## config.mk

```make
export PLATFORM = sky130hd
export DESIGN_NAME = asd_front
export DESIGN_NICKNAME = d
export VERILOG_FILES = /design/src/rtl/core/asd_pkg.sv /design/src/rtl/core/asd_front.sv
export SDC_FILE = /design/constraint.sdc
export NUM_CORES = 1
export LEC_CHECK = 0
export BUFFER_PORTS_ARGS = -buffer_cell sky130_fd_sc_hd__buf_2
export CAP_MARGIN = 5
export CORE_MARGIN = 2
export CORE_UTILIZATION = 30
export DETAILED_ROUTE_END_ITERATION = 8
export SLEW_MARGIN = 0
export SYNTH_ARGS = -nofsm -noshare
export SYNTH_HDL_FRONTEND = slang
export SYNTH_SLANG_ARGS = --single-unit
```

## constraint.sdc

```tcl
create_clock -name clk -period 5.5 [get_ports clk]
set_input_delay 0.55 -clock clk [delete_from_list [all_inputs] [get_ports clk]]
set_output_delay 0.55 -clock clk [all_outputs]
set_load 0.02 [all_outputs]
```

## src/rtl/core/asd_pkg.sv

```systemverilog
package asd_pkg;

	localparam int IP_ENTRIES  = 64;
	localparam int MAC_ENTRIES = 64;
	localparam int IP_SLOTS    = 4;
	localparam int IP_AW       = $clog2(IP_ENTRIES);
	localparam int MAC_AW      = $clog2(MAC_ENTRIES);
	localparam int SLOT_AW     = $clog2(IP_SLOTS);
	localparam int CNT_W       = $clog2(IP_SLOTS + 1);
	localparam int SLOTS_AW    = MAC_AW + SLOT_AW;

	localparam logic [15:0] ETH_ARP    = 16'h0806;
	localparam logic [15:0] HW_ETHER   = 16'h0001;
	localparam logic [15:0] PROTO_IPV4 = 16'h0800;
	localparam logic [7:0]  HW_LEN     = 8'd6;
	localparam logic [7:0]  PROTO_LEN  = 8'd4;
	localparam logic [15:0] OP_REQUEST = 16'd1;
	localparam logic [15:0] OP_REPLY   = 16'd2;

	localparam logic [1:0] CLS_REQUEST = 2'd0;
	localparam logic [1:0] CLS_REPLY   = 2'd1;
	localparam logic [1:0] CLS_OTHER   = 2'd2;

	localparam logic [15:0] MIN_LEN_RESET = 16'd42;
	localparam logic [1:0]  LIMIT_RESET   = 2'd2;

	localparam logic REG_MIN_LEN = 1'b0;
	localparam logic REG_LIMIT   = 1'b1;

	localparam int QDEPTH = 2;

	typedef struct packed {
		logic        is_arp;
		logic [1:0]  cls;
		logic [47:0] mac;
		logic [31:0] ip;
	} job_t;

	typedef struct packed {
		logic        is_arp;
		logic [1:0]  opcode_class;
		logic        spoof_alert;
		logic [47:0] previous_mac;
		logic        multi_ip_warning;
		logic [2:0]  ips_for_mac;
		logic        ip_table_full;
		logic        mac_table_full;
	} res_t;

endpackage

```

## src/rtl/core/asd_front.sv

```systemverilog
module asd_front (
	input  logic               clk,
	input  logic               arst_n,
	input  logic               take,
	input  logic [15:0]        min_len,
	input  logic [15:0]        frame_length,
	input  logic [15:0]        ether_kind,
	input  logic [15:0]        hardware_kind,
	input  logic [15:0]        protocol_kind,
	input  logic [7:0]         hardware_size,
	input  logic [7:0]         protocol_size,
	input  logic [15:0]        operation,
	input  logic [47:0]        sender_hw_addr,
	input  logic [31:0]        sender_proto_addr,
	input  logic               pop,
	output logic               q_full,
	output logic               q_valid,
	output asd_pkg::job_t      q_head
);
	import asd_pkg::*;

	job_t job;
	job_t q_mem_q [QDEPTH];
	logic q_wp_q, q_rp_q;
	logic [1:0] q_cnt_q;

	always_comb begin
		job.is_arp = (frame_length >= min_len) && (ether_kind == ETH_ARP)
			&& (hardware_kind == HW_ETHER) && (protocol_kind == PROTO_IPV4)
			&& (hardware_size == HW_LEN) && (protocol_size == PROTO_LEN);
		job.cls = (operation == OP_REQUEST) ? CLS_REQUEST :
			(operation == OP_REPLY) ? CLS_REPLY : CLS_OTHER;
		job.mac = sender_hw_addr;
		job.ip  = sender_proto_addr;
	end

	always_ff @(posedge clk) begin
		if (take) q_mem_q[q_wp_q] <= job;
	end

	always_ff @(posedge clk or negedge arst_n) begin
		if (!arst_n) begin
			q_wp_q  <= 1'b0;
			q_rp_q  <= 1'b0;
			q_cnt_q <= 2'd0;
		end else begin
			if (take) q_wp_q <= ~q_wp_q;
			if (pop) q_rp_q <= ~q_rp_q;
			q_cnt_q <= q_cnt_q + {1'b0, take} - {1'b0, pop};
		end
	end

	assign q_full  = (q_cnt_q == 2'(QDEPTH));
	assign q_valid = (q_cnt_q != 2'd0);
	assign q_head  = q_mem_q[q_rp_q];
endmodule

```

* Word level (Yosys, flattened, before mapping)
Memories as Yosys holds them, arrays and structs flattened. Cells that the tools add are included.
Operators by class: add/subtract/negate cells 2, multipliers 0, div/mod/pow operators 0, magnitude comparators 1, equality and inequality tests 8, shifts and indexed selects 0, muxes and demuxes 4, bitwise gates (word level) 2, reduce and logical (&&, ||, !) cells 6
Operators by type and width (number):
- $eq A16 B1 Y1 const B | 2
- $eq A16 B12 Y1 const B | 2
- $eq A16 B2 Y1 const B | 1
- $eq A8 B3 Y1 const B | 2
- $ge A16 B16 Y1 | 1
- $logic_and A1 B1 Y1 | 5
- $mux W2 | 2
- $add A2 B1 Y2 | 1
- $eq A2 B2 Y1 const B | 1
- $mux W1 | 2
- $not A1 Y1 | 2
- $reduce_bool A2 Y1 | 1
- $sub A2 B1 Y2 | 1
Word-level totals: register bits after elaboration 4, latch bits 0, memory bits (writable) 166, memory bits (read-only) 0, input bits 196, logic and storage cells 27, memories 1
Memory list:
- q_mem_q | depth 2, width 83, read ports 1, clocked after Yosys merged registers in 0, write ports 1, line asd_front.sv:23 | job_t q_mem_q [QDEPTH];

* Longest topological paths before layout
Gate-level depths: netlist of run 1.
depth after elaboration 6, mapped depth 8, mapped depth without buffers 8

* Least setup slack after synthesis of run 1
Ideal clock, no wire load.
path kind input-to-reg, from input take, to memory q_mem_q[0][0] (netlist bit) (enable), data arrival time 4.176 ns, slack 0.789 ns, stages 1, path through nor2b_1
Between the ends: cells in the longest elaborated chain, start to end 2
Ends and longest elaborated chain:
- from (decl) | line asd_front.sv:4 | input logic take,
- $mux W1 | line asd_front.sv:38 | if (take) q_mem_q[q_wp_q] <= job;
- $mux W1 (not written as such) | line asd_front.sv:38
- to (decl) | line asd_front.sv:23
Every way passes these cells.

==> results of run 1 <==
[flip-flops by register name, indices dropped and copies added (netlist names)]
signal / flops
q_rp_q: 1
q_mem_q: 166
q_wp_q: 1
q_cnt_q: 2
[cells by family after synthesis]
family          share of synthesized area
simple gates                      0.03944
compound gates                    0.01277
buf+inv                           0.01722
mux                                0.1383
fa+ha+maj                         0.03333
flops                              0.7525
xor+xnor                         0.006481
[final cells by class]
cell class	count	area, µm²
Timing Repair Buffer	285	1441
Inverter	19	71.32
Multi-Input combinational cell	160	1567
Antenna cell	1	2.502
Fill cell	2010	12810
Tap cell	280	350.3
Sequential cell	170	5089
Clock buffer	17	425.4
Clock inverter	15	197.7
[worst max-delay path: cells and delay by family (launching register included)]
family | cells | cell delay [ns]
multiplexers | 1 | 0.43
buffers and inverters | 2 | 0.79
flip-flops | 1 | 0.73
[worst min path at each step]
| stage | start | to | slack, ns | depth (start not counted) |
|---|---|---|---|---|
| after floorplan | arst_n | q_cnt_q[0]$_DFF_PN0_ | 0.25 | 0 |
| after global placement | arst_n | q_cnt_q[1]$_DFF_PN0_ | 0.38 | 1 |
| after detailed placement | arst_n | q_cnt_q[1]$_DFF_PN0_ | 0.39 | 1 |
| after CTS | sender_hw_addr[8] | q_mem_q[1][40]$_DFFE_PP_ | 0.29 | 1 |
| after global routing | sender_hw_addr[9] | q_mem_q[1][41]$_DFFE_PP_ | 0.29 | 1 |
| final | sender_hw_addr[8] | q_mem_q[0][40]$_DFFE_PP_ | 0.31 | 1 |
[power groups by stage]
| stage | clock network [mW] | logic (mW) | registers [mW] |
|---|---|---|---|
| 2_1_floorplan | 0 | 0.941 | 1.81 |
| 3_3_place_gp | 0 | 1.34 | 1.85 |
| 3_5_place_dp | 0 | 1.35 | 1.87 |
| 4_1_cts | 1.27 | 1.36 | 1.84 |
| 5_1_grt | 1.32 | 1.43 | 1.86 |
| 6_report | 1.23 | 1.33 | 1.83 |
[stage by stage]
step	worst slack (ns)	instances	power, mW	util	area [µm²]
3_5_place_dp	2.870	913	3.220	0.3875	8508
5_1_grt	2.347	947	4.615	0.4164	9144
3_3_place_gp	2.947	913	3.185	0.3875	8508
2_1_floorplan	0.7890	358	2.749	-	6758
4_1_cts	2.399	946	4.467	0.4163	9141
6_report	2.484	947	4.394	0.4164	9144
[layer usage]
layer / routed length, µm / global-route usage / vias to the layer above
li1: - / - / 2006
met1: 5965 / 0.1426 / 2022
met5: 13 / 0 / -
met2: 8187 / 0.2469 / 207
met3: 1172 / 0.04059 / 31
met4: 517 / 0.06409 / 2
[synthesized netlist by cell type (all sizes together) (3+ instances only)]
cell type | count | area share
a21oi | 6 | 0.0044
inv | 19 | 0.011
o21ai | 4 | 0.0030
xor2 | 3 | 0.0039
nor4b | 8 | 0.011
edfxtp | 166 | 0.74
dfrtp | 4 | 0.015
nor2b | 3 | 0.0028
mux2 | 83 | 0.14
buf | 9 | 0.0067
nor4 | 12 | 0.011
ha | 18 | 0.033
nand4 | 7 | 0.0065
[what timing repair did]
action,4_1_cts,5_1_grt
hold buffers,1,0
hold endpoints to repair,4,0
setup buffers,0,0
==> qor.txt, run 1 <==
================================================================================
Run status                                                          finished clean
Sequential share of the synthesized area                                  0.7525
Die extent in y                                                         154.1 µm
Most used DFF post-synth                                                edfxtp_1
TNS Setup                                                                   0 ns
Maximum number of pins on one net before global-route repair                  58
Core Footprint                                                       0.02196 mm²
Kind of capture point of the worst setup path                         output pin
DIE WIDTH                                                               154.1 µm
Worst EP required                                                        4.95 ns
Final ANT Viol Nets                                                            0
Number of cells on the worst reg-to-reg path                                   2
Register bit count reported by yosys                                         170
Post-synthesis area per instance                                       18.88 µm²
Crit path time final                                                    3.016 ns
Leakage Power                                                           3.689 nW
Kind of path behind the tightest hold check                         input pin to register
Count of H-tree levels built during CTS                                        4
Netlist cell types                                                            28
Combined area of all synthesized cells                              0.006758 mm²
TritonCTS clock tree                                                         yes
Max-cap violation count                                                        0
Pint                                                                    2.960 mW
Number of remaining DRC errors                                                 0
Routed wire per std cell                                                16.74 µm
Clk root buf                                                           clkbuf_16
Detailed-route via count                                                    4268
Setup Skew                                                           0.006151 ns
Number of buffers inserted during clock tree synthesis                        17
Sink count of the clock tree                                                 170
Start of the worst register-to-register path                        q_wp_q$_DFFE_PN0P_
Number of endpoints failing setup at the final stage                           0
Crit path to                                                          q_head[54]
GRT Overall Usage                                                         0.1354
Share of synthesized registers carrying an async set or reset            0.02353
Part of the power in combinational logic                                   0.303
Slew margin rel.                                                          0.3691
Clock-pin slew on the worst setup and hold paths                         0.07 ns
Number of antenna violations at the first check in global routing              3
Number of nets in the final layout                                           867
Number of enable-type register cells in the synthesized netlist              166
Post-route fraction of the period consumed by the critical path           0.5484
Hpwl dp                                                                 11710 µm
Slowest cell delay on critical path                                      0.73 ns
Routed vias/inst                                                           4.507
Full die area                                                        0.02374 mm²
Total Routed Length                                                     15860 µm
Hold Violations, Final                                                         0
Number of warnings reported in the yosys synthesis log                         0
WHS                                                                    0.3105 ns
Vias in the first global route                                              4702
FP Rows                                                                       54
Share of total power in the clock network                                  0.280
Remaining Overflow, GRT                                                        0
Pre-Repair DR Iteration Count                                                  4
Worst-case clock buffer depth                                                  2
Crit. Startpoint                                                    q_rp_q$_DFFE_PN0P_
Type of origin of the critical path                                     register
Global-route wire length before repair                                  24290 µm
DRC marker count from the first detailed-route iteration                     187
Number of nets produced by synthesis                                         572
Area overhead of the layout relative to synthesis                         35.31%
Number of gates resized after cts                                              0
Worst ir drop on vdd                                                   0.1888 mV
Number of max-slew violations in the final report                              0
Register-to-register setup slack                                         3.52 ns
Net switching power                                                     1.434 mW
Initial core utilization                                                  0.3077
Number of primary I/O pins                                                   281
Most common cell after layout, fill and taps aside                         buf_2
Maximum clock rate                                                     331.5 MHz
Critical Setup Path Class                                           register to output pin
Global placement routability congestion                                   0.9585
Share of cells above drive strength 1                                     0.6066
Pin slew with the least headroom to its limit                          0.9331 ns
Synthesized netlist cell count                                               358
Critical Path AT                                                         2.47 ns
Slowest CP cell                                                          dfrtp_4
Part of the power in registers                                             0.416
Switching part of the total                                               0.3264
Quantity of I/O buffers inserted on ports                                    280
Power density over the cells                                        480.6 mW/mm²
Commonest cells after routing, fill and taps aside                  buf_2, edfxtp_1, mux2_2
Unrepaired setup endpoints after global routing                               no
Clock network latency to the later pin of the worst-skew pair            0.43 ns
Worst flop-to-flop path endpoint                                    q_mem_q[1][32]$_DFFE_PP_
Worst path cell trace                                               buf_4, mux2_2, buf_2
Maximum fanout count along the critical path                                  50
================================================================================
(Power assumes the default switching activity.)
==> run 2, diff against run 1 <==
Clock period 5.5 ns to 2.8 ns, I/O delays scaled along.
==> qor.txt, run 2 (synthesis results as in run 1) <==
================================================================================
Run status                                                          finished clean   unchanged
Share of cells above drive strength 1                                     0.6063   was 0.6066
Vias in the first global route                                              4775   was 4702
Slew margin rel.                                                          0.4694   was 0.3691
Hold Violations, Final                                                         0   unchanged
Number of endpoints failing setup at the final stage                           0   unchanged
Core Footprint                                                       0.02196 mm²   unchanged
Commonest cells after routing, fill and taps aside                  buf_2, edfxtp_1, mux2_2   unchanged
Setup Skew                                                           0.009501 ns   was 0.006151 ns
Number of antenna violations at the first check in global routing              3   unchanged
Leakage Power                                                           3.711 nW   was 3.689 nW
Largest register by flop count                                           q_mem_q   unchanged
Clock network latency to the later pin of the worst-skew pair            0.42 ns   was 0.43 ns
Maximum clock rate                                                     435.3 MHz
Worst flop-to-flop path endpoint                                    q_mem_q[0][2]$_DFFE_PP_   was q_mem_q[1][32]$_DFFE_PP_
GRT Overall Usage                                                         0.1362   was 0.1354
Post-Place Cells                                                             915   was 913
Number of nets in the final layout                                           869   was 867
WHS                                                                   0.03866 ns   was 0.3105 ns
Hpwl dp                                                                 12200 µm   was 11710 µm
Crit path time final                                                    2.297 ns
Start of the worst register-to-register path                        q_wp_q$_DFFE_PN0P_   unchanged
Full die area                                                        0.02374 mm²   unchanged
Kind of capture point of the worst setup path                         output pin   unchanged
Initial core utilization                                                  0.3077   unchanged
Worst-case clock buffer depth                                                  2   unchanged
Critical Setup Path Class                                           register to output pin   unchanged
Final Non-Filler Cells                                                       949   was 947
Sink count of the clock tree                                                 170   unchanged
FP Rows                                                                       54   unchanged
Unrepaired setup endpoints after global routing                               no   unchanged
Global placement routability congestion                                    1.016   was 0.9585
Type of origin of the critical path                                     register   unchanged
Worst ir drop on vdd                                                   0.3969 mV   was 0.1888 mV
DIE WIDTH                                                               154.1 µm   unchanged
Routed vias/inst                                                           4.603   was 4.507
Register-to-register setup slack                                         1.22 ns   was 3.52 ns
Most common cell after layout, fill and taps aside                         buf_2   unchanged
Number of flip-flops under the largest register name                         166   unchanged
TritonCTS clock tree                                                         yes   unchanged
Kind of path behind the tightest hold check                         input pin to register   unchanged
Routed wire per std cell                                                17.13 µm   was 16.74 µm
Max-cap violation count                                                        0   unchanged
Worst EP required                                                        2.52 ns   was 4.95 ns
Final ANT Viol Nets                                                            0   unchanged
Crit path to                                                          q_head[12]   was q_head[54]
Critical Path AT                                                         2.02 ns   was 2.47 ns
Remaining Overflow, GRT                                                        0   unchanged
Number of primary I/O pins                                                   281   unchanged
Post-route fraction of the period consumed by the critical path           0.8204
Total Routed Length                                                     16250 µm   was 15860 µm
Dpl ws                                                                 0.9107 ns   was 2.870 ns
Clk root buf                                                           clkbuf_16   unchanged
Maximum number of pins on one net before global-route repair                  57   was 58
Number of buffers inserted during clock tree synthesis                        17   unchanged
Buffers inserted during post-CTS setup optimization                            0   unchanged
Die extent in y                                                         154.1 µm   unchanged
Total Power                                                             8.758 mW   was 4.394 mW
Pin slew with the least headroom to its limit                          0.7849 ns   was 0.9331 ns
Count of H-tree levels built during CTS                                        4   unchanged
Quantity of I/O buffers inserted on ports                                    280   unchanged
Regs by FF count                                                    q_mem_q (166), q_cnt_q (2)   unchanged
Number of remaining DRC errors                                                 0   unchanged
Crit. Startpoint                                                    q_rp_q$_DFFE_PN0P_   unchanged
Global-route wire length before repair                                  24300 µm   was 24290 µm
Number of max-slew violations in the final report                              0   unchanged
Number of cells on the worst reg-to-reg path                                   2   unchanged
Detailed-route via count                                                    4368   was 4268
Number of gates resized after cts                                              0   unchanged
Power density over the cells                                        951.5 mW/mm²   was 480.6 mW/mm²
Clock-pin slew on the worst setup and hold paths                         0.07 ns   about the same
Pre-Repair DR Iteration Count                                                  4   unchanged
Setup ws final                                                         0.5030 ns   was 2.484 ns
Maximum fanout count along the critical path                                  30   was 50
DRC marker count from the first detailed-route iteration                     151   was 187
Area overhead of the layout relative to synthesis                         36.20%   was 35.31%
Number of stages on the worst hold path                                        1   unchanged
================================================================================
-- run 2: cell count changes in the layout (fill, tap and decap cells not counted), sizes merged --
cell,delta
clkbuf,+1
bufinv,+1
buf,+2
clkinvlp,+1
clkinv,-3
-- run 2: per-layer routing --
layer | global-route usage | vias up | wire [µm]
li1 | - | 2008 | -
met1 | 0.1372 | 2086 | 5908
met2 | 0.2464 | 229 | 8274
met3 | 0.04707 | 43 | 1372
met4 | 0.07388 | 2 | 688
met5 | 0 | - | 7
-- run 2: repair_timing --
action / CTS / global route
endpoints found under the hold margin: 4 / 0
endpoints found under the setup margin: 0 / 0
hold buffers: 1 / 0
-- run 2: worst min-delay path by stage --
stage / from / to / slack, ns
global route: sender_hw_addr[23] / q_mem_q[0][55]$_DFFE_PP_ / 0.01
global placement: arst_n / q_cnt_q[1]$_DFF_PN0_ / 0.09
finish: sender_proto_addr[8] / q_mem_q[0][8]$_DFFE_PP_ / 0.04
detailed placement: arst_n / q_wp_q$_DFFE_PN0P_ / 0.09
CTS: sender_hw_addr[34] / q_mem_q[1][66]$_DFFE_PP_ / 0.02
floorplan: arst_n / q_cnt_q[0]$_DFF_PN0_ / -0.02
-- run 2: area by class of cell --
cell class / count / area, µm²
Fill cell: 2008 / 12750
Sequential cell: 170 / 5089
Multi-Input combinational cell: 160 / 1567
Timing Repair Buffer: 287 / 1494
Clock buffer: 18 / 429.2
Tap cell: 280 / 350.3
Clock inverter: 14 / 201.4
Inverter: 19 / 71.32
Antenna cell: 1 / 2.502
-- run 2: per-stage QoR --
stage / cell area [µm²] / setup TNS [ns] / utilization
after global placement: 8561 / 0 / 0.3899
after global routing: 9204 / 0 / 0.4191
after CTS: 9201 / 0 / 0.4190
after detailed placement: 8561 / 0 / 0.3899
after floorplan: 6765 / -0.4498 / -
final: 9204 / 0 / 0.4191
-- run 2: critical path: stages, from the launching register on --
cell     delay, ns
dfrtp_4       0.70
buf_4         0.35
mux2_2        0.37
buf_2         0.16
-- run 2: where the power goes --
| group | total [mW] | internal (mW) | leakage [nW] | switching, mW |
|---|---|---|---|---|
| Sequential | 3.57 | 3.37 | 1.60 | 0.197 |
| Clock | 2.47 | 1.45 | 0.303 | 1.02 |
| Combinational | 2.72 | 1.12 | 1.81 | 1.60 |
| Total | 8.76 | 5.94 | 3.71 | 2.82 |
